<file path="src/hdl/swmm_pkg.sv">
// Shared types and constants for the sliding window min/max block.
package swmm_pkg;

	localparam int SAMPLE_W = 32;
	localparam int CFG_W    = 7;

	localparam logic [CFG_W-1:0] WS_RESET = 7'd4;

	typedef logic signed [SAMPLE_W-1:0] sample_t;

	localparam sample_t INT_MAX = 32'sh7FFF_FFFF;
	localparam sample_t INT_MIN = 32'sh8000_0000;

	// Sequencer states.
	typedef enum logic [1:0] {
		ST_IDLE,
		ST_SCAN,
		ST_HOLD
	} state_t;

	// Commands broadcast from the sequencer to every cell.
	typedef struct packed {
		logic shift;
		logic scan;
	} cell_ctl_t;

endpackage

</file>
<file path="src/hdl/swmm_cell.sv">
// One window cell: holds a sample and a partial min/max passed toward cell zero.
module swmm_cell import swmm_pkg::*; #(
	parameter int IDX  = 0,
	parameter int SZ_W = 7
) (
	input  logic            clk,
	input  cell_ctl_t       ctl,
	input  logic [SZ_W-1:0] eff_m1,
	input  sample_t         prev_val,
	input  sample_t         next_min,
	input  sample_t         next_max,
	output sample_t         val,
	output sample_t         pmin,
	output sample_t         pmax
);

	localparam logic [SZ_W-1:0] IDX_V = SZ_W'(IDX);

	sample_t val_q;
	sample_t pmin_q;
	sample_t pmax_q;
	logic    tail;

	// The oldest cell of the window and every cell past it start the chain.
	assign tail = (IDX_V >= eff_m1);

	// Samples shift one cell deeper per accepted beat.
	always_ff @(posedge clk) begin
		if (ctl.shift) begin
			val_q <= prev_val;
		end
	end

	// Each scan cycle folds this cell's sample into its neighbor's partial; a tail cell restarts it from its own sample.
	always_ff @(posedge clk) begin
		if (ctl.scan) begin
			if (tail) begin
				pmin_q <= val_q;
				pmax_q <= val_q;
			end else begin
				pmin_q <= (val_q < next_min) ? val_q : next_min;
				pmax_q <= (val_q > next_max) ? val_q : next_max;
			end
		end
	end

	assign val  = val_q;
	assign pmin = pmin_q;
	assign pmax = pmax_q;

endmodule

</file>
<file path="config.mk">
export PLATFORM = sky130hd
export DESIGN_NAME = swmm_cell
export DESIGN_NICKNAME = d
export VERILOG_FILES = /design/src/hdl/swmm_pkg.sv /design/src/hdl/swmm_cell.sv
export SDC_FILE = /design/constraint.sdc
export NUM_CORES = 1
export LEC_CHECK = 0
export BUFFER_PORTS_ARGS = -buffer_cell sky130_fd_sc_hd__buf_2
export CAP_MARGIN = 20
export CORE_MARGIN = 1.5
export CORE_UTILIZATION = 51
export CTS_CLUSTER_SIZE = 14
export DETAILED_ROUTE_END_ITERATION = 8
export PLACE_DENSITY = 0.92
export SYNTH_ARGS = -nofsm -noshare
export SYNTH_HDL_FRONTEND = slang
export SYNTH_SLANG_ARGS = --single-unit
</file>
<file path="constraint.sdc">
create_clock -name clk -period 4.4 [get_ports clk]
set_clock_uncertainty 0.15 [all_clocks]
set_input_delay 1.1 -clock clk [delete_from_list [all_inputs] [get_ports clk]]
set_output_delay 1.1 -clock clk [all_outputs]
set_load 0.05 [all_outputs]
</file>
# [Word level (Yosys, flattened, before mapping)]
# Cells that the tools add are included.
# W data, S select, Z words.
[totals] regBits=96 output_inout_bits=96
[classes] order_cmp=3 n_mux=4
[op_table] op="$mux W32" n=4
[op_table] op="$gt A32 B32 Y1" n=1
[op_table] op="$lt A32 B32 Y1" n=1
[op_table] op="$ge A1 B7 Y1 const A" n=1

# [Depth between registers and ports, before layout]
# Gate-level depths: netlist of run 1.
[depth] word_depth=3 ltp_mapped=10 depth_no_buf=8

# [Worst setup path before layout of run 1]
# Ideal clock, no wire load.
[synth_path] path_type="input-to-reg" from="input next_max[29]" to="register pmax_q[12] (netlist: pmax[12]) (data pin)" setup_time_ps=262 arrival_ps=3227 setup_slack_ps=761 path_stages=9 n_path_buf=1 path_cell_list="inv_1 ha_1 nand3_1 nor4_4 nand2_2 or3_4 a32oi_4 buf_12 mux2_1"
[synth_between] elab_chain_len=3
[synth_rtl] item="start: declaration" line="swmm_cell.sv:11" source="input sample_t next_max,"
[synth_rtl] item="$gt A32 B32 Y1" line="swmm_cell.sv:42" source="pmax_q <= (val_q > next_max) ? val_q : next_max;"
[synth_rtl] item="$mux W32" line="swmm_cell.sv:42"
[synth_rtl] item="$mux W32" line="swmm_cell.sv:37" source="if (tail) begin"
[synth_rtl] item="end signal: assignment" line="swmm_cell.sv:39" source="pmax_q <= val_q;"
[synth_rtl] item="end signal: assignment" line="swmm_cell.sv:42"
[synth_rtl] item="end: declaration" line="swmm_cell.sv:21" source="sample_t pmax_q;"
# No other way between the ends.
# A chain may end at the register's enable or synchronous reset.

# [Worst setup path in the final report of run 1]
[layout_path] from="input next_max[29]" to="register pmax_q[31] (netlist: pmax[31]) (data pin)"
# The elaborated chain is that of the path after synthesis.

==> results_tabular.tex, run 1 <==
\begin{tabular}{lr}
\hline
Metric & Value \\
\hline
\multicolumn{2}{l}{\textbf{Synthesis}} \\
\quad FFs w/ async S/R, synth & 0\% \\
\quad Total standard cell area after synthesis & 0.00572 sq mm \\
\quad Unique masters post-synth & 42 \\
\quad Synthesized instance count & 414 \\
\quad Fraction of synthesized cell area taken by the top area cell type & $\sim$50\% \\
\quad Average size of a mapped cell & about 14 sq um \\
\quad Number of enable flip-flop cells after synthesis & between 90 and 100 \\
\quad Top cells by area in the synthesized netlist & edfxtp\_1 (50\%), mux2\_4 (15\%), ha\_1 (14\%) \\
\quad Post-synth net total & between 500 and 600 \\
\quad Main flop type after synthesis & edfxtp\_1 \\
\quad Top cells by count, synth & edfxtp\_1 (96), inv\_1 (67), ha\_1 (63), mux2\_4 (56), a21oi\_1 (24) \\
\quad Most instantiated library cell after synthesis & edfxtp\_1 \\
\quad Count of yosys warnings during synthesis & 0 \\
\quad Sequential share of the synthesized area & around half \\
\quad Yosys top cell by area & edfxtp\_1 \\
\quad FF+latch count, synth & between 90 and 100 \\
\multicolumn{2}{l}{\textbf{Placement}} \\
\quad DP Wirelength & about 11 mm \\
\quad Port Buf Inserts & about 200 \\
\quad Placed cells & 752 \\
\quad Placer's final routability congestion estimate & approximately 0.87 \\
\multicolumn{2}{l}{\textbf{Global route}} \\
\quad Grt total ovfl & 0 \\
\quad Initial antenna violation count & 0 \\
\quad Global-route wire length before repair & approximately 21 mm \\
\quad Number of global-route vias before repair & approximately 4.3k \\
\quad Overall Global Routing Usage & between 20\% and 30\% \\
\quad Largest net degree at the start of global routing & 33 \\
\multicolumn{2}{l}{\textbf{Detailed routing}} \\
\quad Wirelength per Cell & roughly 18 um \\
\quad Number of DRC markers after the initial detailed-route iteration & 207 \\
\quad Met1 WL & approximately 5.5 mm \\
\quad Via density & between 5 and 6 \\
\quad Total via count in the routed design & 4,212 \\
\quad DR top layer & met4 \\
\quad WL final & 14.0 mm \\
\quad Drt first pass iters & 4 \\
\quad Post-detailed-route count of antenna-violating nets & 0 \\
\quad Post-route DRC violation count & 0 \\
\quad Met2 Wirelength & between 7 and 8 mm \\
\quad Total length of routed met3 wires & roughly 680 um \\
\multicolumn{2}{l}{\textbf{Hold path}} \\
\quad Hold Crit Depth & 1 \\
\quad Endpoint of the worst hold path & pmin[11]\$\_DFFE\_PP\_ \\
\quad Type of the worst min-delay path & reg2reg \\
\quad Start point of the worst hold path & val[11]\$\_DFFE\_PP\_ \\
\multicolumn{2}{l}{\textbf{Floorplan}} \\
\quad Effective utilization at floorplan & between 50\% and 60\% \\
\quad Horizontal extent of the die & between 100 and 150 um \\
\quad Num ports & a little over 200 \\
\quad Total number of placement rows & 38 \\
\quad Die area & 0.0119 sq mm \\
\quad Die Span Y & roughly 110 um \\
\quad Core area & 0.0109 sq mm \\
\multicolumn{2}{l}{\textbf{Timing}} \\
\quad Final hold vios & 0 \\
\quad Setup\_tns & 0 ps \\
\quad Max Slew Vio Count & 0 \\
\quad Unrepaired setup endpoints after global routing & no \\
\quad Tightest Pin Transition & between 800 and 900 ps \\
\quad Worst-case headroom to the max-slew limit & around 45\% \\
\quad Upper clock frequency limit & approximately 270 MHz \\
\quad Period utilization & 82.8\% \\
\quad Final min period & around 3600 ps \\
\quad Total of endpoints with negative setup slack in the final report & 0 \\
\multicolumn{2}{l}{\textbf{Clocking}} \\
\quad Clock slew at the register clock pins of the worst setup and hold paths & around 100 ps \\
\quad TritonCTS clock tree & built \\
\quad Total clock sinks & 96 \\
\quad Clock tree root driver cell & clkbuf\_8 \\
\quad Inserted Clock Buffers & 9 \\
\quad H-tree lvl count & 3 \\
\quad Post-cts resize count & 0 \\
\quad Worst-skew pair later-pin latency & $\sim$350 ps \\
\quad Buffers from clock root to sink, at most & 2 \\
\quad Hold buffer count at CTS & 0 \\
\quad Post-CTS setup repair buffer count & 0 \\
\multicolumn{2}{l}{\textbf{Run}} \\
\quad Maximum Capacitance Violations & 0 \\
\multicolumn{2}{l}{\textbf{Layout}} \\
\quad Area of combinational cells with multiple inputs & $\sim$0.0025 sq mm \\
\quad Final cell count without fillers & between 700 and 800 \\
\quad Diodes inserted & 0 \\
\quad Layout cells sized above 1 & 45.9\% \\
\quad Fillcell total & between 800 and 900 \\
\quad Growth of design area from synthesis to finish & 22.7\% \\
\quad Final net count & 792 \\
\quad Area of all sequential standard cells & slightly below 0.003 sq mm \\
\multicolumn{2}{l}{\textbf{Critical path}} \\
\quad Critical Path Sink Type & flip-flop \\
\quad Largest fanout on the critical path & 20 \\
\quad WP data arrival & 3600 ps \\
\quad Critical path required time & 4360 ps \\
\quad Reg2Reg Launch Point & val[29]\$\_DFFE\_PP\_ \\
\quad Crit start category & input pin \\
\quad R2R cell count & 8 \\
\quad Type of the worst setup path & in2reg \\
\quad Reg-to-reg endpoint & pmax[31]\$\_DFFE\_PP\_ \\
\quad Setup slack of the most critical reg-to-reg path & roughly 1100 ps \\
\multicolumn{2}{l}{\textbf{Power}} \\
\quad PnR Total Power & between 2 and 3 mW \\
\quad Power density of the placed cells & 382 mW/mm\^{}2 \\
\quad Leak & 3.44 nW \\
\quad Maximum VDD drop & $\sim$0.17 mV \\
\multicolumn{2}{l}{\textbf{Run status}} \\
\quad Status & finished clean \\
\hline
\end{tabular}
## metrics by stage
step           util [%]  instance area (sq um)  hold WS [ps]  setup WS [ps]
3_3_place_gp       62.7                   6830           509            497
6_report           64.4                   7020           551            757
2_1_floorplan         -                   5720           801            761
5_1_grt            64.4                   7020           575            643
3_5_place_dp       62.7                   6830           526            377
4_1_cts            64.4                   7020           555            759
## report_power, final
group | switching, mW | internal [mW]
Combinational | 0.590 | 0.330
Clock | 0.312 | 0.261
Sequential | 0.0576 | 1.13
## layout by cell type, fill, tap and decap left out, types with 2 or more instances in the layout
cell | synthesis | final
o21a_1 | 2 | 2
nor2_1 | 4 | 4
nand4_1 | 17 | 17
mux2_2 | 2 | 2
inv_1 | 67 | 67
ha_1 | 63 | 63
nor3_1 | 4 | 4
buf_4 | 0 | 4
or4_1 | 3 | 3
nand2_1 | 15 | 15
a21oi_1 | 24 | 24
nand3_1 | 5 | 5
a21o_1 | 9 | 9
edfxtp_1 | 96 | 96
a2111oi_2 | 2 | 2
mux2_1 | 3 | 3
nand2_2 | 2 | 2
a211o_1 | 3 | 3
mux2_4 | 56 | 56
buf_2 | 1 | 201
clkinv_2 | 0 | 2
clkbuf_8 | 0 | 9
nor4_1 | 2 | 2
nor4_4 | 2 | 2
o21ai_0 | 8 | 8
## cell families after synthesis
group	after synthesis	synth area share, %
compound gates	61	7.75
fa+ha+maj	63	13.8
buf+inv	74	6.13
flops	96	50.4
mux	61	15.7
simple gates	59	6.22
## routing by layer
metal / up-vias / track usage (%)
met2: 175 / 42.9
li1: 1964 / -
met3: 46 / 3.53
met5: - / 0
met1: 2027 / 26.4
met4: 0 / 12.7
## worst max-delay path by stage
stage / from / endpoint / slack [ps] / cells past startpoint
6_report: next_max[29] / pmax[31]$_DFFE_PP_ / 760 / 10
3_5_place_dp: next_max[29] / pmax[31]$_DFFE_PP_ / 380 / 10
2_1_floorplan: next_max[29] / pmax[12]$_DFFE_PP_ / 760 / 9
3_3_place_gp: next_min[14] / pmin[17]$_DFFE_PP_ / 500 / 9
4_1_cts: next_max[29] / pmax[31]$_DFFE_PP_ / 760 / 10
5_1_grt: next_min[31] / pmin[30]$_DFFE_PP_ / 640 / 9
## worst max-delay path, stage by stage
cell	delay, ps
buf_2	100
inv_1	40
ha_1	310
nand3_1	170
nor4_4	360
nand2_2	110
or3_4	410
a32oi_4	240
buf_4	390
mux2_2	380
## registers in the layout, indices dropped and copies added (netlist names)
name / flops
pmax: 32
pmin: 32
val: 32
## area by class of cell
cell class	count	area share [%]
timing repair buffer	205	14.8
clock buffer	10	1.82
sequential	96	41.1
inverter	67	3.58
tap	140	2.50
multi-input combinational	244	35.4
clock inverter	6	0.856
No activity file was read; power rests on OpenSTA's default activity.
==> inputs of run 2 (changes only) <==
- CORE_UTILIZATION: 51 -> 46
- PLACE_DENSITY: 0.92 -> 0.89
- clock period: 4.4 -> 3.2 ns (I/O delays scaled with it)
==> results_tabular.tex, run 2 (synthesized netlist as in run 1, its figures left out) <==
\begin{tabular}{lr}
\hline
Metric & Value \\
\hline
\multicolumn{2}{l}{\textbf{Power}} \\
\quad Seq pwr share & 38.4\% \\
\quad Switching part of the total power & between 30 and 40\% \\
\quad NetSw & between 1 and 1.5 mW \\
\quad Leak & around 3.8 nW \\
\quad Share of power burned in the clock network & roughly 27\% \\
\quad PnR Total Power & about 4.2 mW \\
\quad Internal Dissipation & between 2 and 3 mW \\
\quad Share of power burned in combinational logic & a little over a third \\
\quad Maximum VDD drop & about 0.25 mV \\
\quad Power density of the placed cells & around 540 mW/mm\^{}2 \\
\multicolumn{2}{l}{\textbf{Global route}} \\
\quad Global-route wire length before repair & approximately 22 mm \\
\quad Number of global-route vias before repair & roughly 4.5k \\
\quad Initial antenna violation count & 2 \\
\quad Overall Global Routing Usage & a little over a fifth \\
\quad Largest net degree at the start of global routing & 33 \\
\quad Grt total ovfl & 0 \\
\multicolumn{2}{l}{\textbf{Detailed routing}} \\
\quad Total via count in the routed design & 4,430 \\
\quad Post-detailed-route count of antenna-violating nets & 0 \\
\quad Drt first pass iters & 5 \\
\quad Via density & between 5 and 6 \\
\quad WL final & about 15 mm \\
\quad Number of DRC markers after the initial detailed-route iteration & just over 200 \\
\quad Post-route DRC violation count & 0 \\
\quad Wirelength per Cell & about 18 um \\
\multicolumn{2}{l}{\textbf{Timing}} \\
\quad Total of endpoints with negative setup slack in the final report & 0 \\
\quad Worst-case headroom to the max-slew limit & a little under half \\
\quad Upper clock frequency limit & around 320 MHz \\
\quad Final hold vios & 0 \\
\quad Tightest Pin Transition & 824 ps \\
\quad Final min period & about 3100 ps \\
\quad Max Slew Vio Count & 0 \\
\quad Period utilization & a little over nine tenths \\
\multicolumn{2}{l}{\textbf{Clocking}} \\
\quad Hold buffer count at CTS & 0 \\
\quad H-tree lvl count & 3 \\
\quad Worst-skew pair later-pin latency & between 300 and 400 ps \\
\quad Total clock sinks & 96 \\
\quad TritonCTS clock tree & built \\
\quad Clock tree root driver cell & clkbuf\_16 \\
\quad Inserted Clock Buffers & 9 \\
\quad Buffers from clock root to sink, at most & 2 \\
\quad Clock slew at the register clock pins of the worst setup and hold paths & roughly 70 ps \\
\multicolumn{2}{l}{\textbf{Floorplan}} \\
\quad Die Span Y & between 100 and 150 um \\
\quad Core area & about 0.012 sq mm \\
\quad Effective utilization at floorplan & 47.4\% \\
\quad Total number of placement rows & 40 \\
\quad Horizontal extent of the die & $\sim$110 um \\
\quad Num ports & approximately 200 \\
\quad Die area & around 0.013 sq mm \\
\multicolumn{2}{l}{\textbf{Placement}} \\
\quad Total placed instance area & 0.00739 sq mm \\
\quad Placer's final routability congestion estimate & roughly 0.84 \\
\quad DP Wirelength & 11.4 mm \\
\quad Port Buf Inserts & approximately 200 \\
\multicolumn{2}{l}{\textbf{Hold path}} \\
\quad Type of the worst min-delay path & in2reg \\
\quad Hold Crit Depth & 1 \\
\multicolumn{2}{l}{\textbf{Critical path}} \\
\quad Critical path required time & between 3000 and 4000 ps \\
\quad Longest individual stage delay on the worst path & 370 ps \\
\quad WP data arrival & 3100 ps \\
\quad Sum of buffers and inverters on the critical path & 3 \\
\quad Crit start category & input pin \\
\quad R2R cell count & 8 \\
\quad Cell with the biggest individual delay on the critical path & or3\_4 \\
\quad Type of the worst setup path & in2reg \\
\quad Ordered list of cells on the worst path & buf\_2 -> inv\_1 -> ha\_1 -> nand2\_1 -> o21ai\_0 -> a221oi\_1 -> or3\_4 -> a32oi\_4 -> buf\_12 -> mux2\_2 \\
\quad Crit-path leading delay family & compound AO/OA/AOI/OAI gates \\
\quad Crit path depth & 10 \\
\quad Critical Path Sink Type & flip-flop \\
\quad Largest fanout on the critical path & 20 \\
\multicolumn{2}{l}{\textbf{Layout}} \\
\quad Commonest cells after routing, fill and taps aside & buf\_2 (197), edfxtp\_1 (96), mux2\_4 (59) \\
\quad Final net count & $\sim$840 \\
\quad Leading cell type in the layout, fill and taps excluded & buf\_2 \\
\quad Area of all placed cells without fillers & between 0.007 and 0.008 sq mm \\
\quad Layout cells sized above 1 & roughly 53\% \\
\quad Fillcell total & just under 900 \\
\quad Growth of design area from synthesis to finish & 37.3\% \\
\multicolumn{2}{l}{\textbf{Run}} \\
\quad Maximum Capacitance Violations & 0 \\
\multicolumn{2}{l}{\textbf{Run status}} \\
\quad Status & finished clean \\
\hline
\end{tabular}
==> run 2: changes by cell type in the layout (fill, tap and decap cells not counted), sizes merged <==
| cell | change |
|---|---|
| diode | +3 |
| bufinv | +1 |
| buf | +42 |
| clkinv | -2 |
| clkbuf | +4 |
| clkinvlp | -1 |
==> run 2: metrics by stage <==
stage	util, %	std cells	hold slack [ps]	TNS, ps	setup slack [ps]
CTS	63.8	833	465	0	46.0
global route	65.1	842	463	-237	-20.1
detailed placement	61.2	817	525	-16220	-317
floorplan	-	414	749	-463	-9.22
global placement	61.2	817	520	-13290	-260
finish	65.1	843	475	0	51.1
==> run 2: area by class of cell <==
type / count / area (sq um) / area share (%)
diodes: 3 / 7.51 / 0.0956
clock buffers: 12 / 236 / 3.01
clock inverters: 4 / 68.8 / 0.877
inverters: 67 / 272 / 3.46
multi-input cells: 244 / 2680 / 34.2
flip-flops and latches: 96 / 2880 / 36.7
well taps: 168 / 210 / 2.68
repair buffers: 249 / 1490 / 19.0
==> run 2: worst paths after layout <==
check / endpoint / startpoint / slack, ps
max: pmax[0]$_DFFE_PP_ / next_max[7] / 50
max reg2reg: pmin[8]$_DFFE_PP_ / val[10]$_DFFE_PP_ / 50
min: val[29]$_DFFE_PP_ / prev_val[29] / 480
min reg2reg: pmax[18]$_DFFE_PP_ / val[18]$_DFFE_PP_ / 540
==> run 2: power groups by stage <==
stage	logic [mW]	registers, mW	clock network (mW)
2_1_floorplan	0.568	2.08	0
3_3_place_gp	1.36	1.64	0
3_5_place_dp	1.40	1.65	0
4_1_cts	1.41	1.62	1.15
5_1_grt	1.54	1.64	1.19
6_report	1.46	1.62	1.14
==> run 2: layer usage <==
layer	GRT usage [%]	wire, um
met1	23.7	5690
met2	38.8	7990
met5	0	0
met4	13.1	584
met3	5.29	1070
==> run 2: repair_timing <==
item,CTS,global route
gates resized for setup,0,9
endpoints found under the setup margin,0,29
buffers inserted,0,5
==> run 2: worst register-to-register path, cell delays in order, from the launching register on <==
cell	delay [ps]
edfxtp_1	510
ha_4	330
nand4_1	130
or4_4	550
nor4_4	370
o31ai_4	100
a31o_4	290
clkbuf_16	180
mux2_4	300
==> inputs of run 3 (changes only) <==
- CAP_MARGIN: 20 -> 10
- CTS_BUF_LIST: unset -> sky130_fd_sc_hd__clkbuf_16
==> results_tabular.tex, run 3 (synthesized netlist as in run 1, its figures left out) <==
\begin{tabular}{lr}
\hline
Metric & Value \\
\hline
\multicolumn{2}{l}{\textbf{Clocking}} \\
\quad TritonCTS clock tree & built \\
\quad Buffers from clock root to sink, at most & 2 \\
\quad Worst-skew pair later-pin latency & 350 ps \\
\quad Clock tree root driver cell & clkbuf\_16 \\
\quad Total clock sinks & 96 \\
\quad Hold buffer count at CTS & 0 \\
\quad H-tree lvl count & 3 \\
\quad Inserted Clock Buffers & 9 \\
\quad Clock slew at the register clock pins of the worst setup and hold paths & approximately 70 ps \\
\multicolumn{2}{l}{\textbf{Timing}} \\
\quad Final hold vios & 0 \\
\quad Total of endpoints with negative setup slack in the final report & 0 \\
\quad Upper clock frequency limit & roughly 320 MHz \\
\quad Final min period & 3160 ps \\
\quad Max Slew Vio Count & 0 \\
\quad Period utilization & 98.7\% \\
\quad Worst-case headroom to the max-slew limit & between 40\% and 50\% \\
\quad Tightest Pin Transition & approximately 820 ps \\
\quad Hold slack final & 476 ps \\
\multicolumn{2}{l}{\textbf{Floorplan}} \\
\quad Die Span Y & about 110 um \\
\quad Die area & 0.0131 sq mm \\
\quad Horizontal extent of the die & around 110 um \\
\quad Core area & about 0.012 sq mm \\
\quad Total number of placement rows & 40 \\
\quad Effective utilization at floorplan & 47.4\% \\
\quad Num ports & 202 \\
\multicolumn{2}{l}{\textbf{Critical path}} \\
\quad Largest fanout on the critical path & 20 \\
\quad Critical Path Sink Type & flip-flop \\
\quad Ordered list of cells on the worst path & buf\_2 -> inv\_1 -> ha\_1 -> nand2\_1 -> o21ai\_0 -> a221oi\_1 -> or3\_4 -> a32oi\_4 -> buf\_12 -> mux2\_2 \\
\quad Cell with the biggest individual delay on the critical path & or3\_4 \\
\quad Type of the worst setup path & in2reg \\
\quad Crit-path leading delay family & compound AO/OA/AOI/OAI gates \\
\quad Sum of buffers and inverters on the critical path & 3 \\
\quad Crit start category & input pin \\
\quad Critical path required time & 3150 ps \\
\quad WP data arrival & slightly above 3000 ps \\
\quad Longest individual stage delay on the worst path & about 370 ps \\
\multicolumn{2}{l}{\textbf{Global route}} \\
\quad Global-route wire length before repair & around 22 mm \\
\quad Grt total ovfl & 0 \\
\quad Largest net degree at the start of global routing & 33 \\
\quad Overall Global Routing Usage & between 20\% and 30\% \\
\quad Number of global-route vias before repair & approximately 4.5k \\
\quad Initial antenna violation count & 2 \\
\multicolumn{2}{l}{\textbf{Detailed routing}} \\
\quad Post-detailed-route count of antenna-violating nets & 0 \\
\quad Total length of routed met3 wires & around 1 mm \\
\quad Met1 WL & about 5.8 mm \\
\quad Post-route DRC violation count & 0 \\
\quad DR top layer & met4 \\
\quad Number of DRC markers after the initial detailed-route iteration & approximately 210 \\
\quad Total via count in the routed design & about 4.4k \\
\quad Met2 Wirelength & roughly 8.0 mm \\
\quad Wirelength per Cell & between 15 and 20 um \\
\quad Via density & $\sim$5.3 \\
\quad WL final & between 15 and 20 mm \\
\quad Drt first pass iters & 4 \\
\multicolumn{2}{l}{\textbf{Run}} \\
\quad Maximum Capacitance Violations & 0 \\
\multicolumn{2}{l}{\textbf{Placement}} \\
\quad Placer's final routability congestion estimate & $\sim$0.84 \\
\quad Port Buf Inserts & between 200 and 250 \\
\quad Placed cells & a little over 800 \\
\quad DP Wirelength & $\sim$11 mm \\
\multicolumn{2}{l}{\textbf{Run status}} \\
\quad Status & finished clean \\
\multicolumn{2}{l}{\textbf{Hold path}} \\
\quad Type of the worst min-delay path & in2reg \\
\multicolumn{2}{l}{\textbf{Power}} \\
\quad Maximum VDD drop & around 0.25 mV \\
\quad Leak & around 3.8 nW \\
\quad Power density of the placed cells & approximately 540 mW/mm\^{}2 \\
\multicolumn{2}{l}{\textbf{Layout}} \\
\quad Layout cells sized above 1 & around 53\% \\
\quad Final net count & roughly 840 \\
\quad Growth of design area from synthesis to finish & 37.3\% \\
\quad Commonest cells after routing, fill and taps aside & buf\_2 (197), edfxtp\_1 (96), inv\_1 (61) \\
\quad Leading cell type in the layout, fill and taps excluded & buf\_2 \\
\quad Final cell count without fillers & 843 \\
\hline
\end{tabular}
-- run 3: path summary, 6_finish.rpt --
check,from,to,slack (ps),cells past startpoint
setup / recovery,next_max[7],pmax[0]$_DFFE_PP_,40,10
setup reg to reg,val[10]$_DFFE_PP_,pmin[8]$_DFFE_PP_,50,8
hold reg to reg,val[18]$_DFFE_PP_,pmax[18]$_DFFE_PP_,540,1
hold / removal,prev_val[8],val[8]$_DFFE_PP_,480,1
-- run 3: metal layers --
metal	up-vias	global-route usage, %
li1	2056	-
met1	2120	23.7
met2	210	38.8
met3	43	5.29
met4	0	13.1
met5	-	0
-- run 3: what timing repair did --
action                     CTS  global route
gates resized for setup      0             9
buffers inserted             0             5
setup endpoints to repair    0            29
-- run 3: final cells by class --
type | instances | area, sq um
fill | 868 | 4210
sequential | 96 | 2880
multi-input combinational | 244 | 2680
timing repair buffer | 249 | 1490
inverter | 67 | 272
clock buffer | 9 | 225
tap | 168 | 210
clock inverter | 7 | 80.1
antenna | 3 | 7.51
-- run 3: report_power, final --
group          internal, mW  switching [mW]
logic                 0.589           0.875
clock network         0.673           0.454
registers              1.55          0.0713
total                  2.81            1.40
-- run 3: metrics by stage --
step	worst slack [ps]	power [mW]	utilization [%]	cell area [sq um]	setup TNS (ps)
floorplan	-9.22	2.65	-	5900	-463
global placement	-260	3.00	61.2	7390	-13290
detailed placement	-317	3.05	61.2	7390	-16220
CTS	46.0	4.17	63.8	7690	0
global route	-20.3	4.36	65.1	7850	-243
finish	41.4	4.21	65.1	7850	0
