<file path="config.mk">
export PLATFORM = sky130hd
export DESIGN_NAME = swmm_ctrl
export DESIGN_NICKNAME = d
export VERILOG_FILES = /design/src/hdl/swmm_pkg.sv /design/src/hdl/swmm_ctrl.sv
export SDC_FILE = /design/constraint.sdc
export NUM_CORES = 1
export LEC_CHECK = 0
export BUFFER_PORTS_ARGS = -buffer_cell sky130_fd_sc_hd__buf_2
export CELL_PAD_IN_SITES_DETAIL_PLACEMENT = 0
export CELL_PAD_IN_SITES_GLOBAL_PLACEMENT = 1
export CORE_UTILIZATION = 39
export DETAILED_ROUTE_END_ITERATION = 10
export HOLD_SLACK_MARGIN = 0.03
export PLACE_DENSITY = 0.8
export SYNTH_ARGS = -nofsm -noshare
export SYNTH_HDL_FRONTEND = slang
export SYNTH_SLANG_ARGS = --single-unit
</file>
<file path="constraint.sdc">
create_clock -name clk -period 2.35 [get_ports clk]
set_input_delay 0.1175 -clock clk [delete_from_list [all_inputs] [get_ports clk]]
set_output_delay 0.1175 -clock clk [all_outputs]
set_load 0.01 [all_outputs]
</file>
<file path="src/hdl/swmm_pkg.sv">
// Shared types and constants for the sliding window min/max block.
package swmm_pkg;

	localparam int SAMPLE_W = 32;
	localparam int CFG_W    = 7;

	localparam logic [CFG_W-1:0] WS_RESET = 7'd4;

	typedef logic signed [SAMPLE_W-1:0] sample_t;

	localparam sample_t INT_MAX = 32'sh7FFF_FFFF;
	localparam sample_t INT_MIN = 32'sh8000_0000;

	// Sequencer states.
	typedef enum logic [1:0] {
		ST_IDLE,
		ST_SCAN,
		ST_HOLD
	} state_t;

	// Commands broadcast from the sequencer to every cell.
	typedef struct packed {
		logic shift;
		logic scan;
	} cell_ctl_t;

endpackage

</file>
<file path="src/hdl/swmm_ctrl.sv">
// Sequencer: window size register, fill count, scan counter and result handshake.
module swmm_ctrl import swmm_pkg::*; #(
	parameter int WINDOW_MAX = 64,
	parameter int SZ_W       = 7
) (
	input  logic             clk,
	input  logic             arst_n,
	input  logic             cfg_we,
	input  logic [CFG_W-1:0] cfg_wdata,
	input  logic             smp_valid,
	input  logic             smp_start,
	output logic             smp_ready,
	input  logic             res_ready,
	output logic             res_valid,
	output cell_ctl_t        ctl,
	output logic             load_out,
	output logic [SZ_W-1:0]  eff_m1
);

	localparam int CMP_W = (SZ_W > CFG_W) ? SZ_W : CFG_W;

	state_t           state_q;
	state_t           state_nx;
	logic [CFG_W-1:0] ws_q;
	logic [SZ_W-1:0]  fill_q;
	logic [SZ_W-1:0]  cnt_q;
	logic             res_valid_q;
	logic [CMP_W-1:0] ws_ext;
	logic [CMP_W-1:0] eff_ext;
	logic [SZ_W-1:0]  eff;
	logic [SZ_W-1:0]  fill_base;
	logic [SZ_W-1:0]  fill_nx;
	logic             accept;
	logic             full_nx;
	logic             out_free;

	// Effective window size: zero counts as one, large values saturate.
	always_comb begin
		ws_ext = CMP_W'(ws_q);
		priority if (ws_q == '0) begin
			eff_ext = CMP_W'(1);
		end else if (ws_ext > CMP_W'(WINDOW_MAX)) begin
			eff_ext = CMP_W'(WINDOW_MAX);
		end else begin
			eff_ext = ws_ext;
		end
	end

	assign eff    = eff_ext[SZ_W-1:0];
	assign eff_m1 = eff - SZ_W'(1);

	// Fill count after the incoming beat, restarted by the start flag.
	assign accept    = smp_valid && smp_ready;
	assign fill_base = smp_start ? '0 : fill_q;
	assign fill_nx   = (fill_base < eff) ? fill_base + SZ_W'(1) : fill_base;
	assign full_nx   = (fill_nx == eff);
	assign out_free  = !res_valid_q || res_ready;

	// Next state.
	always_comb begin
		state_nx = state_q;
		unique case (state_q)
			ST_IDLE: begin
				if (accept && full_nx) begin
					state_nx = ST_SCAN;
				end
			end
			ST_SCAN: begin
				if (cnt_q == SZ_W'(1)) begin
					state_nx = ST_HOLD;
				end
			end
			ST_HOLD: begin
				if (out_free) begin
					state_nx = ST_IDLE;
				end
			end
			default: begin
				state_nx = ST_IDLE;
			end
		endcase
	end

	// State outputs.
	always_comb begin
		smp_ready = 1'b0;
		ctl.shift = 1'b0;
		ctl.scan  = 1'b0;
		load_out  = 1'b0;
		unique case (state_q)
			ST_IDLE: begin
				smp_ready = 1'b1;
				ctl.shift = smp_valid;
			end
			ST_SCAN: begin
				ctl.scan = 1'b1;
			end
			ST_HOLD: begin
				load_out = out_free;
			end
			default: begin
				smp_ready = 1'b0;
			end
		endcase
	end

	// Control registers.
	always_ff @(posedge clk or negedge arst_n) begin
		if (!arst_n) begin
			state_q     <= ST_IDLE;
			ws_q        <= WS_RESET;
			fill_q      <= '0;
			cnt_q       <= '0;
			res_valid_q <= 1'b0;
		end else begin
			state_q <= state_nx;
			if (cfg_we) begin
				ws_q   <= cfg_wdata;
				fill_q <= '0;
			end else if (accept) begin
				fill_q <= fill_nx;
			end
			if (accept) begin
				cnt_q <= eff;
			end else if (state_q == ST_SCAN) begin
				cnt_q <= cnt_q - SZ_W'(1);
			end
			if (load_out) begin
				res_valid_q <= 1'b1;
			end else if (res_ready) begin
				res_valid_q <= 1'b0;
			end
		end
	end

	assign res_valid = res_valid_q;

	// The scan never runs out of iterations before handing off.
	a_scan_cnt: assert property (@(posedge clk) disable iff (!arst_n)
		(state_q == ST_SCAN) |-> (cnt_q != '0))
		else $error("scan counter reached zero inside scan");

	// A result is never loaded over one that has not been taken.
	a_no_overwrite: assert property (@(posedge clk) disable iff (!arst_n)
		load_out |-> (!res_valid_q || res_ready))
		else $error("result register overwritten");

	// The fill count never exceeds the effective window size while idle.
	a_fill_bound: assert property (@(posedge clk) disable iff (!arst_n)
		(state_q == ST_IDLE && !$past(cfg_we)) |-> (fill_q <= eff || $past(cfg_we, 2)))
		else $error("fill count above window size");

	// Loading a result always returns the sequencer to idle.
	a_load_idle: assert property (@(posedge clk) disable iff (!arst_n)
		load_out |=> (state_q == ST_IDLE))
		else $error("sequencer did not return to idle after load");

endmodule

</file>
; ---- After elaboration in Yosys (flattened, before gate mapping)
; Cells that the tools add are included.
[word_totals]
regBits = 24
latch_bits = 0
ramBits = 0
mem_bits_ro = 0
inputBits = 13
word_cells = 45
n_memories = 0
[classes]
addsub = 3
mul = 0
div = 0
order_cmp = 2
eq_ne = 7
shifts = 0
mux = 18
n_bitwise = 0
n_reduce_logical = 10
[op_table]
columns = op, count
row1 = 7-bit 2-to-1 mux, 8
row2 = 7-bit by 1-bit subtractor with 7-bit output (second input constant), 2
row3 = 7-bit by 1-bit adder with 7-bit output (second input constant), 1
row4 = 7-bit by 1-bit equality test with 1-bit output (second input constant), 1
row5 = 7-bit equality test, 1
row6 = 7-bit greater-than comparator (second input constant), 1
row7 = 7-bit zero test, 1
row8 = 7-bit < comparator, 1
row9 = 1-bit 2-to-1 mux, 6
row10 = 2-bit 2-to-1 mux, 3
row11 = 2-bit != test (second input constant), 3
row12 = 2-bit one-hot mux with 3 select lines, 1
row13 = 2-bit nonzero test, 3
row14 = 3-bit AND reduction, 1
row15 = 2-bit by 1-bit equality test with 1-bit output (second input constant), 1
row16 = 2-bit equality test (second input constant), 1
row17 = 1-bit logical AND, 2
row18 = 2-bit zero test, 1
row19 = 1-bit zero test, 1
row20 = 1-bit logical OR, 1

; ---- Depth between registers and ports, before layout
; Gate-level depths: netlist of the first run.
[logic_depth]
ltp_word = 9
mapped_depth = 11
depth_no_buf = 10

; ---- Least setup slack after synthesis of the first run
; Ideal clock, no wire load.
[synth_timing]
kind = register to register
startpoint = reg ws_q[6], in the netlist ws_ext[6]
endpoint = reg fill_q[5]
t_arrival_ns = 2.524
slack_ns = -0.252
path_stages_with_launch = 12
period_less_slack_ns = 2.602
cell_sequence = dfrtp_1 -> clkbuf_1 -> nor2b_1 -> inv_1 -> ha_1 -> and4_1 -> o21a_1 -> a21bo_2 -> nor2_8 -> nand2_1 -> or4_1 -> a21oi_1
[synth_via]
elab_chain_len = 7
word_cells_on_any_way = 8
cone_classes = order compare (2) / mux (5) / reduce/logical (1)
[synth_rtl]
columns = item, line
row1 = start: declaration, swmm_ctrl.sv:24  ; logic [CFG_W-1:0] ws_q;
row2 = start signal: assignment, swmm_ctrl.sv:118  ; ws_q <= cfg_wdata;
row3 = 7-bit greater-than comparator, swmm_ctrl.sv:42  ; end else if (ws_ext > CMP_W'(WINDOW_MAX)) begin
row4 = 7-bit 2-to-1 mux, swmm_ctrl.sv:42
row5 = 7-bit 2-to-1 mux (*), swmm_ctrl.sv:40  ; priority if (ws_q == '0) begin
row6 = 7-bit < comparator (*), swmm_ctrl.sv:55  ; assign fill_nx = (fill_base < eff) ? fill_base + SZ_W'(1) : fill_base;
row7 = 7-bit 2-to-1 mux (*), swmm_ctrl.sv:55
row8 = 7-bit 2-to-1 mux (*), swmm_ctrl.sv:120  ; end else if (accept) begin
row9 = 7-bit 2-to-1 mux (*), swmm_ctrl.sv:117  ; if (cfg_we) begin
row10 = end signal: assignment, swmm_ctrl.sv:121  ; fill_q <= fill_nx;
row11 = end: declaration, swmm_ctrl.sv:25  ; logic [SZ_W-1:0] fill_q;
; Every way passes the cells marked *; elsewhere a longest branch is shown, timed or not. The select of a mux whose other input is x is not followed.
; A chain may end at the register's enable or synchronous reset.

; ---- Final worst setup path of the first run
[layout_timing]
startpoint = reg ws_q[6], in the netlist ws_ext[6]
endpoint = reg state_q[0]
[layout_via]
elab_chain_len = 9
word_cells_on_any_way = 10
cone_classes = order compare (2) / eq/ne (2) / mux (3) / reduce/logical (3)
[layout_rtl]
columns = item, line
row1 = 7-bit greater-than comparator, swmm_ctrl.sv:42
row2 = 7-bit 2-to-1 mux, swmm_ctrl.sv:42
row3 = 7-bit 2-to-1 mux (*), swmm_ctrl.sv:40
row4 = 7-bit < comparator, swmm_ctrl.sv:55
row5 = 7-bit 2-to-1 mux, swmm_ctrl.sv:55
row6 = 7-bit equality test (*), swmm_ctrl.sv:56  ; assign full_nx = (fill_nx == eff);
row7 = 1-bit logical AND (*), swmm_ctrl.sv:64  ; if (accept && full_nx) begin
row8 = 2-bit != test (no line) (*), n/a
row9 = 3-bit AND reduction (no line) (*), n/a
row10 = end signal: assignment, swmm_ctrl.sv:116  ; state_q <= state_nx;
row11 = end: declaration, swmm_ctrl.sv:22  ; state_t state_q;
; Every way passes the cells marked *; elsewhere a longest branch is shown, timed or not.

==> metrics list, run 1 <==
* Largest family of logic cells by synthesized area: simple AND/OR/NAND/NOR gates
- Clock transition at path regs: 0.09 ns
* Clock insertion delay at the later pin of the skew report: 0.27 ns
* # rows: 24
* Run status: complete, but fails checks
- The number of global-route vias before repair came to 1779.
- GRT Util Overall: 21.7%
- Area added between synthesis and finish: 34.2%
* Unrepaired setup endpoints after global routing: yes
* Final worst path period share: 100%
* Post-synth EDFFs: 0
- Count of unique library cells instantiated by Yosys: 53
- The internal portion of the total power is 0.996 mW.
* Kind of critical path: reg -> reg
* Slew Limit Fails: 0
- Kind of start point of the critical path: flip-flop
- Synth Area in Adders: 6.04%
* Sequential standard cell area: 607 µm²
- The synthesized design spends more area on one cell type than any other, namely dfrtp_1.
- Area fraction in compound gates after synthesis: 21.9%
- The share of synthesized area in the top cell type comes to 30.9%.
* FF+latch count, synth: 24
* Fmax: 0.425 GHz
* Maximum number of buffers from clock root to sink: 2
* Simple logic cell fraction of the synthesized area: 26.7%
- In this run, flip-flops and latches consume 37.6% of the power.
- Clock net sink count: 24
* Max VDD drop: 0.000292 V
- Mux contribution to synthesized area: 5.23%
* Count of input and output buffers: 24
* Net Sw Power: 0.573 mW
- In the post-route analysis, the smallest setup slack over all paths is -0.00229 ns.
- Nets: 297
- Average cell area after synthesis: 8.37 µm²
- Of all nets on the critical path, the largest fanout is 6.
- Summed over all layers, the global routing overflow is 0.
* Endpoints failing hold: 0
- Cells after synthesis: 223
- Total inserted antenna cells: 0
- Kind of cell adding the most delay to the critical path: simple AND/OR/NAND/NOR gates
- Remaining max-slew budget at the tightest pin: 62.7%
* Horizontal die dimension: 71.2 µm
* Slew of the pin with the lowest slew margin: 0.559 ns
* Via-to-Cell Ratio: 5.53
- Count of placed standard cells in the final layout, fillers left out: 326
* Clock buffer count from CTS: 3
- Clock network fraction of total power: 23.7%
- Combinational share of power: 38.6%
* Top_reg_cell synth: dfrtp_1
- Post-Route Setup TNS: -0.00229 ns
- H-tree lvl count: 1
* Post-detailed-route count of antenna-violating nets: 0
* Die height: 71.2 µm
- The routed layout has 1803 vias.
- HPWL Detailed: 3740 µm
- Worst path slowest cell: dfrtp_2
- Counting flops with an async set or reset pin after synthesis yields a share of 100%.
- Area used by multi-input combinational logic: 1340 µm²
- Switching portion of total power: 36.5%
- The most common cell in the synthesized netlist is nand2_1.
* Top cell types by occurrence after synthesis: nand2_1 (26), dfrtp_1 (23), o21ai_0 (16)
- The initial utilization of the core area, before any placement, comes to 41.7%.
- STA puts the critical path data required time at 2.51 ns.
* Starting DRT DRC Count: 98
* Largest net degree at the start of global routing: 25
- Portion of the post-synthesis area used by sequential elements: 32.3%
* TritonCTS clock tree: built
- The final reports fail on DRC, setup timing.
* Clk root buf: clkbuf_8
- First-pass GRT wire length: 8580 µm
- Number of nets produced by synthesis: 245
- Count of synthesis-stage warnings from yosys: 0
- In this run the standard cell core region covers 4470 µm².
- Hold is met by 0.0468 ns.
- The tool flagged a number of max-cap violations equal to 0.
* Number of placed cells counting well taps: 316
- Cells with a size suffix above 1 make up 37.2% of the layout.
* Filler cells: 423
- Leakage power figure: 1.11 nW
- Antenna violations before repair: 0
* Arr. time, crit path: 2.52 ns
- The number of buffers and inverters on the critical path is 1.
- Post-synthesis cell area: 1870 µm²
- Worst min-delay path class: in -> reg
- Once layout is complete, the utilization of the core stands at 56.0%.
- Most frequent cell on the critical path: a21o_1
- Final Critical Period: 2.35 ns
- Type of element capturing the critical path: flip-flop
- Sorting the synthesized cells by area gives the leading types as dfrtp_1 (31%), ha_1 (6.0%), nand2_1 (5.2%).
* Xor and xnor area share after synthesis: 3.29%
- In this run the count of I/O pins placed on the die edge is 25.
- Clock skew: 0.00178 ns
* Critical path cell sequence: nor2b_4 -> inv_2 -> ha_4 -> and4_1 -> o21a_1 -> a21o_1 -> or4_4 -> a21o_1 -> nand4_1 -> o21ai_1
- GP Congestion: 0.860
- In the final routed layout, each cell accounts on average for 15.6 µm.
* Area of the die: 5060 µm²
* Total power density per cell area: 626 nW/µm²
- After detailed routing, the number of remaining DRC violations is 1.
* DRT Wirelength: 5100 µm
- Drt pass-1 iters: 9
* Largest stage delay on the critical path: 0.48 ns
- Number of setup violations in the final report: 1
[power groups by stage]
| stage | clock network, mW | registers [mW] | logic, mW |
|---|---|---|---|
| floorplan | 0 | 0.573 | 0.395 |
| global placement | 0 | 0.596 | 0.557 |
| detailed placement | 0 | 0.598 | 0.566 |
| CTS | 0.387 | 0.588 | 0.580 |
| global route | 0.398 | 0.605 | 0.686 |
| finish | 0.372 | 0.590 | 0.606 |
[path summary, 6_finish.rpt]
kind	startpoint	to	slack [ns]	cells after the start
worst max-delay path	ws_ext[6]	state_q[0]	-0.002	10
worst min-delay path	cfg_wdata[6]	ws_ext[6]	0.05	3
worst max register to register	ws_ext[6]	state_q[0]	-0.002	10
worst min register to register	res_valid	res_valid	0.52	2
max in group asynchronous	arst_n	ws_ext[6]	1.59	2
min in group asynchronous	arst_n	ws_ext[0]	0.36	2
[per-stage QoR]
stage / power, mW / setup WS [ns] / instance area [µm²]
finish: 1.57 / -0.00229 / 2500
global route: 1.69 / -0.0845 / 2500
CTS: 1.55 / -0.0181 / 2360
detailed placement: 1.16 / -0.0396 / 2260
global placement: 1.15 / -0.00544 / 2260
floorplan: 0.968 / 0.0137 / 1920
[placed cells by master (no fill, tap or decap), drive strengths merged, types with 5 or more instances in the layout]
cell type  count
nand2b         7
o21ai         17
buf           56
nor2b          8
nor3          10
nor2          14
a21oi         13
mux2           6
ha             9
dfrtp         23
nand2         26
nand3          9
xnor2          5
inv           10
[state kept, by name (all words and copies together), names as in the netlist]
name and flops:
cnt_q 7, fill_q 7, ws_ext 7, state_q 2
res_valid 1
[cell families after synthesis]
logic type	count (synthesis)
flops	24
fa+ha+maj	9
compound gates	60
simple gates	93
xor+xnor	7
mux	9
buf+inv	21
[routing by layer]
metal | vias up | part of all wire, % | global-route usage, %
li1 | 911 | - | -
met1 | 861 | 46 | 28.5
met2 | 25 | 50 | 37.7
met3 | 6 | 2.2 | 2.99
met4 | 0 | 1.4 | 5.11
met5 | - | 0 | 0
[what timing repair did]
action,in CTS,in global routing
hold buffers,1,0
gates cloned,0,0
endpoints found under the setup margin,4,6
gates resized for setup,6,24
endpoints found under the hold margin,23,0
pin swaps,1,11
buffers inserted,1,4
[worst reg2reg max path: cells and delay by family (launching register included)]
family / cells / cell delay [ns]
AO/OA/AOI/OAI: 4 / 0.58
adder cells (fa/ha/maj): 1 / 0.20
buffers and inverters: 1 / 0.06
flip-flops: 1 / 0.48
AND/OR/NAND/NOR: 4 / 0.91
[cell type report]
class                   count  area share (%)
clock buffers               3            1.65
clock inverters             1            1.20
flip-flops and latches     24            24.2
multi-input cells         178            53.6
repair buffers             57            14.9
inverters                  11            1.75
well taps                  52            2.60
(Power assumes the default switching activity.)
==> run 2: changes to the inputs <==
--- a/config.mk
+++ b/config.mk
@@ -15,3 +15,4 @@
 export SYNTH_ARGS = -nofsm -noshare
 export SYNTH_HDL_FRONTEND = slang
 export SYNTH_SLANG_ARGS = --single-unit
+export TNS_END_PERCENT = 1
==> metrics list, run 2 (same netlist as run 1, synthesis figures left out) <==
- Run status: complete, but fails checks
- The checks that failed: setup timing.
* Met3 wire length: 173 µm
- Of the total power, the clock network draws 17.8%.
- Sequential standard cell area: 606 µm²
- Kind of cell adding the most delay to the critical path: simple AND/OR/NAND/NOR gates
- Clock tree synthesis selected as its root buffer the cell clkbuf_8.
- Combinational share of power: 42.8%
- In the final routing, the length of wire on met1 measures 2390 µm.
* Count of placed standard cells in the final layout, fillers left out: 333
- Initial standard-cell utilization of the core: 41.7%
- The slowest stage of the critical path belongs to the cell dfrtp_2.
- Setup violations remaining at the end of the flow were counted as 1.
* Post-detailed-route count of antenna-violating nets: 0
* Kind of critical path: reg -> reg
* Req. time, crit path: 2.56 ns
- In the final routed layout, each cell accounts on average for 15.7 µm.
- The worst hold path begins at cfg_wdata[1].
- # Max-Cap Violations: 0
- Final worst path period share: 100%
* Total inserted antenna cells: 0
- Clock transition at path regs: 0.10 ns
* HPWL Detailed: 3810 µm
* Arr. time, crit path: 2.57 ns
* DRT Wirelength: 5230 µm
- Counting both buffers and inverters, the worst setup path holds a total of 1.
- Area added between synthesis and finish: 35.9%
- Worst reg2reg startpoint: ws_ext[6]
- First-pass GRT wire length: 8630 µm
* Maximum number of buffers from clock root to sink: 2
- The first routing iteration left 64 violations.
- Area of the die: 5060 µm²
- The highest layer touched by signal routing is met4.
- Finished Cell Area: 2540 µm²
* Endpoints failing hold: 0
- The total overflow left after global routing is 0.
- # rows: 24
- Critical path cell sequence: inv_4 -> nand2_2 -> ha_1 -> and4_4 -> o21a_1 -> a21bo_4 -> nor2_8 -> nand2_1 -> or4_4 -> a21oi_2
- Core Area: 4470 µm²
- The worst-case IR drop observed on VDD is 0.000248 V.
- The worst register-to-register path has a setup slack of -0.006 ns.
* Largest net degree at the start of global routing: 25
- Timing would allow up to 0.424 GHz.
- Clock buffer count from CTS: 3
- Pin placement for this block handled 25 I/O pins.
- For this run, the detailed router's first-pass iteration total came to 6.
* Slew Limit Fails: 0
* Register share of total power: 39.4%
* Internal Power: 0.910 mW
- Placed Instance Area: 2290 µm²
- Number of global-route vias before repair: 1833
* Antenna violations before repair: 0
- The library cell used most frequently in the layout, excluding fill and tap cells, is buf_4.
* Worst min-delay path class: in -> reg
* Area used by multi-input combinational logic: 1350 µm²
* Net Sw Power: 0.583 mW
- Switching portion of total power: 39.1%
* Type of element capturing the critical path: flip-flop
- After detailed routing, the number of vias per cell comes to 5.58.
- TritonCTS clock tree: built
* Number of placed cells counting well taps: 320
- Fraction of layout instances using a drive strength above 1: 39.5%
* Largest stage delay on the critical path: 0.48 ns
* Worst setup margin: -0.00617 ns
- Unrepaired setup endpoints after global routing: yes
- In this run the power density over the cells is 589 nW/µm².
- Most frequent cells in the layout: buf_4 (37), nand2_1 (25), buf_2 (24), dfrtp_1 (20), o21ai_0 (14)
- The analysis attributes to cell leakage a power of 1.15 nW.
- In this run the tool buffered the top-level ports with 24 buffer cells.
- Remaining max-slew budget at the tightest pin: 62.1%
- At the pin with the least slew margin, the transition time is 0.569 ns.
* H-tree lvl count: 1
- Clock tree synthesis found a total of 24 sinks.
* DRC viols: 0
- The net count of the finished layout is 304.
- The worst setup path is launched from a flip-flop.
* Peak fanout along the critical path: 6
- Global routing used 21.6% of the available tracks across all layers.
* Filler cells: 427
- The die is 71.2 µm wide.
- Beginning of the critical path: ws_ext[6]
- Final design utilization: 56.7%
- Die height: 71.2 µm
- GP Congestion: 0.896
* Total number of vias: 1859
- Clock skew: 0.00857 ns
- The smallest clock period supported by the final layout is computed as 2.36 ns.
- Detailed-routed wire length on met2: 2620 µm
- The later pin in the worst-skew pair is clocked with a latency of 0.27 ns.
[run 2: worst paths after layout]
check	endpoint	cells after the start
worst max-delay path	fill_q[5]	10
worst min-delay path	ws_ext[1]	3
worst max register to register	fill_q[5]	10
worst min register to register	res_valid	2
max in group asynchronous	ws_ext[6]	2
min in group asynchronous	res_valid	2
[run 2: area by class of cell]
type                            instances  share of cell area [%]
Clock buffer                            4                    1.78
Inverter                               11                    1.73
Multi-Input combinational cell        178                    53.1
Sequential cell                        24                    23.9
Tap cell                               52                    2.57
Timing Repair Buffer                   64                    17.0
[run 2: through the flow]
step                power [mW]  hold WS (ns)   TNS, ns  worst slack, ns
floorplan                0.968        -0.178  -0.00624         -0.00624
global placement          1.16         0.147         0           0.0187
detailed placement        1.17         0.146   -0.0538          -0.0371
CTS                       1.44        0.0585  -0.00801         -0.00801
global route              1.61        0.0515    -0.332           -0.125
finish                    1.49        0.0572  -0.00617         -0.00617
[run 2: per-layer routing]
layer	track usage (%)	vias up
met4	5.11	0
met2	37.0	33
met1	28.6	898
li1	-	922
met3	3.42	6
met5	0	-
[run 2: repair_timing]
item / in CTS / in global routing
resized for setup: 8 / 24
setup endpoints to repair: 6 / 9
setup buffers: 1 / 7
endpoints found under the hold margin: 23 / 0
pin swaps: 4 / 12
hold buffers: 1 / 0
[run 2: power groups by stage]
stage	logic (mW)	clock network (mW)	registers (mW)
after floorplan	0.395	0	0.573
after global placement	0.565	0	0.596
after detailed placement	0.570	0	0.597
after CTS	0.583	0.271	0.590
after global routing	0.716	0.292	0.604
final	0.639	0.266	0.589
[run 2: worst register-to-register path, delay by kind of cell, from the launching register on]
family                     cells  cell delay [ns]
AOI/OAI and AO/OA              3             0.54
buffers and inverters          1             0.09
and+or+nand+nor                5             0.90
DFF                            1             0.48
adders and majority gates      1             0.30
==> run 3: changes to the inputs <==
--- a/config.mk
+++ b/config.mk
@@ -11,7 +11,7 @@
 export CORE_UTILIZATION = 39
 export DETAILED_ROUTE_END_ITERATION = 10
 export HOLD_SLACK_MARGIN = 0.03
-export PLACE_DENSITY = 0.8
+export PLACE_DENSITY = 0.87
 export SYNTH_ARGS = -nofsm -noshare
 export SYNTH_HDL_FRONTEND = slang
 export SYNTH_SLANG_ARGS = --single-unit
==> metrics list, run 3 (same netlist as run 1, synthesis figures left out) <==
- In the final routed layout, each cell accounts on average for 15.2 µm.
- For this design the total switching power over the nets is 0.579 mW.
* Clock buffer count from CTS: 3
- In this run the number of H-tree levels came out at 1.
- Peak fanout along the critical path: 6
- The initial antenna violation count is 0.
- Horizontal die dimension: 71.2 µm
* Kind of cell adding the most delay to the critical path: compound AO/OA/AOI/OAI gates
* Internal Power: 1.01 mW
* Violated checks: DRC, setup timing
- Arr. time, crit path: 2.61 ns
- The worst pin sits at a relative slew slack of 62.3%.
- Req. time, crit path: 2.57 ns
- Largest net degree at the start of global routing: 25
* Crit path buffers/inverters: 3
- On the final layout, the worst hold slack is 0.0356 ns.
- Final Critical Period: 2.39 ns
- Max-cap violations in this run came to 0.
- Kind of critical path: reg -> reg
- Once placement completed, the tool counted placed cells totaling 321.
* Post-Route Setup TNS: -0.0616 ns
- Worst setup margin: -0.0385 ns
* Worst min-delay path class: in -> reg
- Area of the die: 5060 µm²
* Number of global-route vias before repair: 1798
* Worst reg-to-reg setup slack: -0.04 ns
* DRC viols: 1
- Clock skew: 0.00724 ns
- Count of input and output buffers: 24
- The later pin in the worst-skew pair is clocked with a latency of 0.28 ns.
* Io pins: 25
* Number of setup violations in the final report: 2
* Fmax: 0.419 GHz
* Final design utilization: 55.6%
- In this run the remaining antenna-violating nets after routing total 0.
* Core Area: 4470 µm²
- Area added between synthesis and finish: 33.5%
- Clock network fraction of total power: 24.2%
- The number of max-slew violations in the final report came to 0.
* Levels on crit path: 12
- Leakage power figure: 1.14 nW
* Worst reg2reg path endpoint: state_q[0]
* Worst-case hold path end point: ws_ext[6]
- Counting every sink on the clock net gives 24.
* Type of element capturing the critical path: flip-flop
- The final number of hold-violating endpoints was 0.
- In this run the critical register-to-register path is launched from ws_ext[6].
- Total inserted antenna cells: 0
- Largest stage delay on the critical path: 0.48 ns
* Via-to-Cell Ratio: 5.59
- In this run the clock root is driven by a clkbuf_8.
* Kind of start point of the critical path: flip-flop
- Unrepaired setup endpoints after global routing: yes
- Most frequent cells in the layout: buf_4 (33), nand2_1 (25), buf_2 (24), dfrtp_1 (22)
- Worst path slowest cell: dfrtp_2
* Maximum number of buffers from clock root to sink: 2
- The die is 71.2 µm tall.
- The floorplan has 24 rows.
- At the end of the flow, the number of nets in the layout was 301.
* Slew of the pin with the lowest slew margin: 0.566 ns
- The number of cells on the worst reg-to-reg path is 12.
- Across the VDD grid, the largest voltage drop is 0.000315 V.
- Dividing total power by cell area gives a power density of 638 nW/µm².
* DRT Wirelength: 5030 µm
- The run finished, with violations left.
- Initial standard-cell utilization of the core: 41.7%
* Min-Delay Startpoint: cfg_wdata[6]
- Total number of vias: 1844
- Overall overflow remaining after global route: 0
- The count of cells in the finished layout, fillers not included, comes to 330.
- Routability-driven placement finished with a final weighted congestion of 0.838.
- The first routing iteration left 63 violations.
* Hold path depth: 3
- Drt pass-1 iters: 7
- Register share of total power: 36.9%
* Combinational share of power: 38.9%
- The post-route netlist has 34.9% of its cells at a drive strength greater than 1.
- TritonCTS clock tree: built
* Final worst path period share: 102%
- First-pass GRT wire length: 8580 µm
* Clock transition at path regs: 0.10 ns
- Switching portion of total power: 36.4%
* GRT Util Overall: 21.6%
- Most frequent standard cell in the layout excluding fill and tap cells: buf_4
- The critical path goes through nor2b_4 -> inv_1 -> ha_4 -> and4_4 -> o21a_1 -> o311a_4 -> buf_12 -> nor2_8 -> buf_4 -> o2bb2ai_2 -> o2111ai_1 -> o21ai_1.
- HPWL Detailed: 3810 µm
## run 3: repair_timing
item                                    CTS  global route
pin swaps                                11             7
setup buffers                             4             0
endpoints found under the setup margin    7             9
resized for setup                         9            12
hold buffers                              1             0
endpoints found under the hold margin    23             0
## run 3: layer usage
layer  global-route usage [%]  wire length [µm]  vias to the layer above
met4                     5.33                72                        0
met2                     36.0              2420                       36
met1                     29.2              2330                      885
met5                        0                 0                        -
met3                     3.42               208                        7
li1                         -                 -                      916
## run 3: cell type report
type / count / area, µm²
fill: 419 / 1980
clock inverter: 1 / 30.0
inverter: 11 / 43.8
timing repair buffer: 61 / 420
clock buffer: 3 / 41.3
tap: 52 / 65.1
multi-input combinational: 178 / 1290
sequential: 24 / 603
## run 3: worst max path at each step
stage	startpoint	to	slack (ns)
after global placement	ws_ext[6]	state_q[0]	0.02
after global routing	ws_ext[5]	fill_q[5]	-0.13
after CTS	ws_ext[3]	fill_q[5]	-0.05
after detailed placement	ws_ext[6]	state_q[0]	-0.03
after floorplan	ws_ext[6]	state_q[0]	-0.006
final	ws_ext[6]	state_q[0]	-0.04
## run 3: power by group through the flow
| stage | Combinational (mW) | Sequential, mW | Clock, mW |
|---|---|---|---|
| after floorplan | 0.395 | 0.573 | 0 |
| after global placement | 0.569 | 0.591 | 0 |
| after detailed placement | 0.580 | 0.593 | 0 |
| after CTS | 0.614 | 0.585 | 0.391 |
| after global routing | 0.692 | 0.600 | 0.408 |
| final | 0.619 | 0.586 | 0.384 |
## run 3: through the flow
| step | instance area, µm² | total power [mW] | worst slack [ns] |
|---|---|---|---|
| 4_1_cts | 2450 | 1.59 | -0.0466 |
| 2_1_floorplan | 1920 | 0.968 | -0.00624 |
| 5_1_grt | 2490 | 1.70 | -0.130 |
| 3_3_place_gp | 2290 | 1.16 | 0.0182 |
| 3_5_place_dp | 2290 | 1.17 | -0.0295 |
| 6_report | 2490 | 1.59 | -0.0385 |
## run 3: tightest hold or removal path, delay by kind of cell
kind                   cells  cell delay [ns]
buffers and inverters      1             0.08
AOI/OAI and AO/OA          1             0.05
and+or+nand+nor            1             0.04
